--- config.mk ---
export PLATFORM = sky130hd
export DESIGN_NAME = sorted_priority_queue_unit_flat
export DESIGN_NICKNAME = d
export VERILOG_FILES = /design/src/design/spq_pkg.sv /design/src/design/spq_if.sv /design/src/design/spq_entry_row.sv /design/src/design/sorted_priority_queue_unit.sv /design/src/flat_wrapper.sv
export SDC_FILE = /design/constraint.sdc
export NUM_CORES = 2
export LEC_CHECK = 0
export BUFFER_PORTS_ARGS = -buffer_cell sky130_fd_sc_hd__clkbuf_2
export CORE_ASPECT_RATIO = 1.25
export CORE_MARGIN = 2
export CORE_UTILIZATION = 50
export CTS_CLUSTER_DIAMETER = 100
export CTS_CLUSTER_SIZE = 16
export DETAILED_ROUTE_END_ITERATION = 8
export PLACE_DENSITY_LB_ADDON = 0.25
export SKIP_CTS_REPAIR_TIMING = 1
export SLEW_MARGIN = 20
export SYNTH_ARGS = -nofsm -noshare
export SYNTH_HDL_FRONTEND = slang
export SYNTH_SLANG_ARGS = --single-unit
--- constraint.sdc ---
create_clock -name clk_i -period 12.8 [get_ports clk_i]
set_input_delay 0.64 -clock clk_i [delete_from_list [all_inputs] [get_ports clk_i]]
set_output_delay 0.64 -clock clk_i [all_outputs]
set_load 0.01 [all_outputs]
--- src/design/spq_pkg.sv ---
// shared types and constants for the sorted priority queue
package spq_pkg;

  localparam int unsigned SPQ_DEPTH = 16;
  localparam int unsigned ValueW    = 32;
  localparam int unsigned OccW      = 5;

  typedef logic signed [ValueW-1:0] value_t;
  typedef logic [OccW-1:0]          occ_t;

  typedef enum logic {
    ACT_INSERT = 1'b0,
    ACT_REMOVE = 1'b1
  } action_e;

  typedef enum logic [1:0] {
    ST_DONE  = 2'd0,
    ST_EMPTY = 2'd1,
    ST_FULL  = 2'd2
  } status_e;

  // update request from the control stage to the entry row
  typedef struct packed {
    logic ins;
    logic rem;
  } spq_cmd_t;

endpackage

--- src/design/spq_if.sv ---
// request and response channel interfaces of the sorted priority queue
interface spq_req_if import spq_pkg::*; ();
  logic    valid;
  logic    ready;
  action_e action;
  value_t  value;

  modport source (output valid, output action, output value, input ready);
  modport sink   (input valid, input action, input value, output ready);
endinterface

interface spq_rsp_if import spq_pkg::*; ();
  logic    valid;
  logic    ready;
  status_e status;
  value_t  removed_value;
  occ_t    occupancy;

  modport source (output valid, output status, output removed_value, output occupancy,
                  input ready);
  modport sink   (input valid, input status, input removed_value, input occupancy,
                  output ready);
endinterface

--- src/design/spq_entry_row.sv ---
// row of sorted entry cells with parallel compare and shift
module spq_entry_row import spq_pkg::*; #(
  parameter int unsigned DEPTH = SPQ_DEPTH,
  localparam int unsigned CntW = $clog2(DEPTH + 1)
) (
  input  logic            clk_i,
  input  logic            rst_ni,
  input  spq_cmd_t        cmd_i,
  input  value_t          value_i,
  output value_t          head_o,
  output logic [CntW-1:0] count_next_o,
  output logic            full_o,
  output logic            empty_o
);

  value_t          entries_q [DEPTH];
  value_t          entries_d [DEPTH];
  logic [DEPTH-1:0] lt;
  logic [CntW-1:0] count_q, count_d;

  for (genvar i = 0; i < DEPTH; i++) begin : g_cell
    value_t ins_val;
    value_t rem_val;

    // occupied and strictly smaller than the new value: stays in place
    assign lt[i] = (CntW'(i) < count_q) && (entries_q[i] < value_i);

    if (i == 0) begin : g_first
      assign ins_val = lt[i] ? entries_q[i] : value_i;
    end else begin : g_rest
      always_comb begin
        if (lt[i]) begin
          ins_val = entries_q[i];
        end else if (lt[i-1]) begin
          ins_val = value_i;
        end else begin
          ins_val = entries_q[i-1];
        end
      end
    end

    if (i == DEPTH - 1) begin : g_last
      assign rem_val = entries_q[i];
    end else begin : g_mid
      assign rem_val = entries_q[i+1];
    end

    assign entries_d[i] = cmd_i.ins ? ins_val : rem_val;

    always_ff @(posedge clk_i) begin
      if (cmd_i.ins || cmd_i.rem) begin
        entries_q[i] <= entries_d[i];
      end
    end
  end

  always_comb begin
    count_d = count_q;
    if (cmd_i.ins) begin
      count_d = count_q + CntW'(1);
    end else if (cmd_i.rem) begin
      count_d = count_q - CntW'(1);
    end
  end

  always_ff @(posedge clk_i or negedge rst_ni) begin
    if (!rst_ni) begin
      count_q <= '0;
    end else begin
      count_q <= count_d;
    end
  end

  assign head_o       = entries_q[0];
  assign count_next_o = count_d;
  assign full_o       = (count_q == CntW'(DEPTH));
  assign empty_o      = (count_q == '0);

endmodule

--- src/design/sorted_priority_queue_unit.sv ---
// Sorted priority queue: keeps up to DEPTH signed values in ascending order.
// Request channel (req_i): action insert places value before the first stored
// value that is not smaller; action remove takes out the smallest value.
// Response channel (rsp_o): one beat per request with status, the removed
// value (zero unless a remove succeeded) and the occupancy after the request.
// An insert into a full store is dropped with status full; a remove from an
// empty store changes nothing and reports status empty.
// Timing: a request beat is captured in an input register; once the
// response register is free or being taken, one pass of parallel compares
// over all entries, plus a one-place shift of the entry row, updates the
// store and loads the response register. Response valid is registered from
// the input register's valid flag; one request per cycle is sustained while
// the receiver takes responses, set by the single compare-and-shift pass.
// Reset empties the store (occupancy zero) and clears both valid flags.
// When the receiver stalls, the response holds and the input register keeps
// one pending request; request ready drops until the response is taken.
module sorted_priority_queue_unit import spq_pkg::*; #(
  parameter int unsigned DEPTH = SPQ_DEPTH
) (
  input  logic          clk_i,
  input  logic          rst_ni,
  spq_req_if.sink       req_i,
  spq_rsp_if.source     rsp_o
);

  localparam int unsigned CntW = $clog2(DEPTH + 1);

  logic            req_vld_q;
  action_e         req_act_q;
  value_t          req_val_q;
  logic            rsp_vld_q;
  status_e         rsp_status_q, rsp_status_d;
  value_t          rsp_value_q, rsp_value_d;
  occ_t            rsp_occ_q;
  logic            advance, fire, req_take;
  spq_cmd_t        cmd;
  value_t          head;
  logic [CntW-1:0] count_next;
  logic            full, empty;

  assign advance     = !rsp_vld_q || rsp_o.ready;
  assign fire        = req_vld_q && advance;
  assign req_i.ready = !req_vld_q || advance;
  assign req_take    = req_i.valid && req_i.ready;

  always_ff @(posedge clk_i or negedge rst_ni) begin
    if (!rst_ni) begin
      req_vld_q <= 1'b0;
    end else if (req_take) begin
      req_vld_q <= 1'b1;
    end else if (fire) begin
      req_vld_q <= 1'b0;
    end
  end

  always_ff @(posedge clk_i) begin
    if (req_take) begin
      req_act_q <= req_i.action;
      req_val_q <= req_i.value;
    end
  end

  always_comb begin
    cmd.ins = fire && (req_act_q == ACT_INSERT) && !full;
    cmd.rem = fire && (req_act_q == ACT_REMOVE) && !empty;
  end

  spq_entry_row #(
    .DEPTH (DEPTH)
  ) u_row (
    .clk_i        (clk_i),
    .rst_ni       (rst_ni),
    .cmd_i        (cmd),
    .value_i      (req_val_q),
    .head_o       (head),
    .count_next_o (count_next),
    .full_o       (full),
    .empty_o      (empty)
  );

  always_comb begin
    rsp_status_d = ST_DONE;
    rsp_value_d  = '0;
    case (req_act_q)
      ACT_INSERT: begin
        if (full) begin
          rsp_status_d = ST_FULL;
        end
      end
      ACT_REMOVE: begin
        if (empty) begin
          rsp_status_d = ST_EMPTY;
        end else begin
          rsp_value_d = head;
        end
      end
      default: rsp_status_d = ST_DONE;
    endcase
  end

  always_ff @(posedge clk_i or negedge rst_ni) begin
    if (!rst_ni) begin
      rsp_vld_q <= 1'b0;
    end else if (advance) begin
      rsp_vld_q <= req_vld_q;
    end
  end

  always_ff @(posedge clk_i) begin
    if (fire) begin
      rsp_status_q <= rsp_status_d;
      rsp_value_q  <= rsp_value_d;
      rsp_occ_q    <= OccW'(count_next);
    end
  end

  assign rsp_o.valid         = rsp_vld_q;
  assign rsp_o.status        = rsp_status_q;
  assign rsp_o.removed_value = rsp_value_q;
  assign rsp_o.occupancy     = rsp_occ_q;

endmodule
--- src/flat_wrapper.sv ---
// flat-port wrapper written by rule: the top's interface ports become plain ports
module sorted_priority_queue_unit_flat import spq_pkg::*;
#(
  parameter int unsigned DEPTH = SPQ_DEPTH
)
  (clk_i, rst_ni, req_i_valid, req_i_action, req_i_value, req_i_ready, rsp_o_valid, rsp_o_status, rsp_o_removed_value, rsp_o_occupancy, rsp_o_ready);
  spq_req_if req_i_i ();
  spq_rsp_if rsp_o_i ();
  input  logic clk_i;
  input  logic rst_ni;
  input wire logic [$bits(req_i_i.valid)-1:0] req_i_valid;
  input wire logic [$bits(req_i_i.action)-1:0] req_i_action;
  input wire logic [$bits(req_i_i.value)-1:0] req_i_value;
  output wire logic [$bits(req_i_i.ready)-1:0] req_i_ready;
  output wire logic [$bits(rsp_o_i.valid)-1:0] rsp_o_valid;
  output wire logic [$bits(rsp_o_i.status)-1:0] rsp_o_status;
  output wire logic [$bits(rsp_o_i.removed_value)-1:0] rsp_o_removed_value;
  output wire logic [$bits(rsp_o_i.occupancy)-1:0] rsp_o_occupancy;
  input wire logic [$bits(rsp_o_i.ready)-1:0] rsp_o_ready;
  assign req_i_i.valid = req_i_valid;
  assign req_i_i.action = req_i_action;
  assign req_i_i.value = req_i_value;
  assign req_i_ready = req_i_i.ready;
  assign rsp_o_valid = rsp_o_i.valid;
  assign rsp_o_status = rsp_o_i.status;
  assign rsp_o_removed_value = rsp_o_i.removed_value;
  assign rsp_o_occupancy = rsp_o_i.occupancy;
  assign rsp_o_i.ready = rsp_o_ready;
  sorted_priority_queue_unit #(.DEPTH(DEPTH)) u_core (.clk_i(clk_i), .rst_ni(rst_ni), .req_i(req_i_i), .rsp_o(rsp_o_i));
endmodule
==> run summary <==
Leak - 17.0 nW
register-to-register setup slack - 7.58 ns
Sink Count - 591
latest clock arrival within the worst-skew pair - 0.63 ns
First-pass DRT Iterations - 5
xor/xnor share of the synthesized area - 0.128%
clock slew at reported path FFs - 0.08 ns
Util after Layout - 53.3%
Max Buffers Root-to-Sink - 3
area delta synth->final - 5.78%
Worst Path Required - 13.05 ns
main combinational cell family by area after synthesis - compound AO/OA/AOI/OAI gates
Fin Hold WS - 0.186 ns
WL met1 - 49.7 mm
CTS tree - yes
Synth Register Bits - 591
Net Count, Synth - 4,642
Finish-stage setup viols - 0
nets - 4,546
vias - 33,454
MaxCap Viol Count - 0
Post-DP HPWL - 89.8 mm
Distinct cells, synth - 71
gpl congestion - 0.923
Seq/Total Area, Yosys - 43.3%
pin count of the biggest net entering global routing - 194
commonest non-fill, non-tap cells in the layout - edfxtp_1 (584), nand2_1 (563), ha_1 (498)
Synth Area in Compound Gates - 18.6%
Post-synth EDFFs - 584
RSZ-0062 raised after global routing - no
TritonCTS buffer count - 42
worst vdd ir - 0.101 mV
core area - 81,200 µm²
Root Buffer - clkbuf_16
Filler Cell Count - 7,323
final total power - 7.87 mW
Wirelength per Cell - 24.4 µm
Reg area - 17,700 µm²
Multi-input gate area - 21,800 µm²
adder-cell area share of the yosys netlist - 15.2%
share of layout cells above drive strength 1 - 6.16%
pwr dens - 182 nW/µm²
final max-slew violation count - 0
DRT antenna net count - 0
Die ar. - 84,200 µm²
Final Hold Fails - 0
FF-to-FF End - u_core.u_row.entries_q[0][225]
Hold Path Depth - 1
total grt overflow - 0
First DRT Iteration DRCs - 2,920
Synth Area per Inst - 9.97 µm²
first-pass GRT wire length - 191 mm
GRT Total Usage - 29.1%
Fmax - 191 MHz
asr flop ratio synth - 1.18%
routed wl met3 - 6.09 mm
Worst slew margin - 22.4%
Final period util - 40.8%
Cell Rows - 117
Worst Path Max Fanout - 65
port bufs - 77
Max Used Layer - met4
mux contribution to synthesized area - 3.23%
origin of the critical flop-to-flop path - u_core.req_val_q[26]
die width - 260 µm
Most used DFF post-synth - edfxtp_1
Ports - 78
Min-Delay Path Class - primary input to flip-flop
wire length on met2 - 62.4 mm
vias in the first global route - 32,519
setup TNS - 0 ns
type of origin of the critical path - flip-flop
Vert. Die Dim - 324 µm
Slew @ Worst Pin - 1.16 ns
mapped cell area - 41,000 µm²
worst setup path class - flip-flop to flip-flop
post-synthesis simple-gate area fraction - 15.6%
hold wc startpoint - req_i_value[16]
YS warnings - 0
CTS H-tree depth - 2
crit path DAT - 5.47 ns
worst reg-to-reg path cell count - 12
status - complete, no violations
Hold EP - u_core.req_val_q[16]
Initial Util - 50.4%
Final Critical Period - 5.22 ns
commonest non-fill, non-tap cell in the layout - edfxtp_1
CP Capture Type - flip-flop
Clock Skew - 0.0350 ns
antenna violations before repair - 0
DR DRC count - 0
final WL - 124 mm
Mapped Cells - 4,106
vias per cell - 6.56
layer usage:
metal | up-vias | track usage [%]
met1 | 16284 | 35.6
li1 | 15691 | -
met4 | 0 | 13.7
met5 | - | 0
met3 | 303 | 2.88
met2 | 1176 | 51.4
power breakdown:
group / switching [mW] / internal, mW / total (mW)
registers: 0.476 / 2.79 / 3.27
clock network: 0.714 / 0.641 / 1.36
logic: 2.09 / 1.15 / 3.24
stage by stage:
step / worst slack [ns] / cells / instance area (µm²)
after floorplan: 7.47 / 4106 / 41000
after global placement: 7.71 / 5034 / 42100
after detailed placement: 7.64 / 5034 / 42100
after CTS: 7.61 / 5096 / 43200
after global routing: 7.43 / 5099 / 43300
final: 7.58 / 5100 / 43300
registers in the layout, indices dropped and copies added, names as in the netlist:
register	cells
u_core.req_val_q	32
u_core.rsp_o.valid	1
u_core.rsp_o.occupancy	5
u_core.req_act_q	1
u_core.rsp_o.status	2
u_core.req_vld_q	1
u_core.u_row.count_q	5
u_core.rsp_o.removed_value	32
u_core.u_row.entries_q	512
final cells by class:
type,instances,share of cell area [%]
Clock buffer,62,2.75
Sequential cell,591,40.9
Tap cell,1071,3.09
Inverter,46,0.399
Multi-Input combinational cell,3167,50.3
Timing Repair Buffer,162,2.52
Antenna cell,1,0.00578
worst max-delay path by stage:
stage,start,end,depth (start not counted)
final,u_core.req_val_q[26],u_core.u_row.entries_q[0][225],12
after floorplan,u_core.req_val_q[31],u_core.u_row.entries_q[1][64],11
after detailed placement,u_core.req_val_q[26],u_core.u_row.entries_q[0][96],10
after global placement,u_core.req_val_q[26],u_core.u_row.entries_q[0][96],10
after global routing,u_core.req_val_q[29],u_core.u_row.entries_q[0][77],11
after CTS,u_core.req_val_q[26],u_core.u_row.entries_q[0][96],10
cells in the mapped netlist, types with 4 or more instances:
master	number	area (µm²)
edfxtp_1	584	17500
nand2_1	563	2110
ha_1	499	6240
nand3_1	309	1550
o211ai_1	299	2240
a21oi_1	228	1140
clkbuf_1	190	713
o21ai_0	174	871
nor2_1	149	559
mux2i_1	130	1300
a21o_1	120	901
nand4_1	116	726
a31oi_1	98	613
and2_1	68	425
nor3_1	52	260
inv_1	46	173
buf_1	42	158
nor4_1	40	250
buf_2	39	195
o21ai_1	36	180
o22ai_1	35	219
o2111ai_1	33	289
a211oi_1	31	233
o22a_1	31	272
buf_6	23	259
nand2b_1	22	138
o21a_1	15	113
nor2b_1	13	81.3
a2111oi_0	12	105
and4_1	8	70.1
o31ai_1	8	60.1
a221oi_1	7	61.3
dfrtp_1	7	175
or3_1	7	43.8
buf_4	5	37.5
a221o_1	4	40.0
and3_1	4	25.0
nor3b_1	4	30.0
kinds of logic (layout without fill, tap and decap cells):
group / count (synthesis) / after routing
AOI/OAI and AO/OA: 1160 / 1160
xor gates and xnor gates: 6 / 6
buffers and inverters: 348 / 270
DFF: 591 / 591
other: 0 / 1
and+or+nand+nor: 1370 / 1370
adders and majority gates: 499 / 499
muxes: 132 / 132
worst max-delay path, stage by stage (launching register included):
cell and delay (ns):
edfxtp_1 0.68, inv_1 0.56, ha_1 0.50, nand4_1 0.19, nor4_1 0.74, o211ai_1 0.19
a41oi_1 0.50, o21ai_0 0.18, nand3b_1 0.11, buf_4 0.53, nand2_1 0.11, nand2_1 0.10
buf_4 0.40
Power figures use the tool's default switching activity.
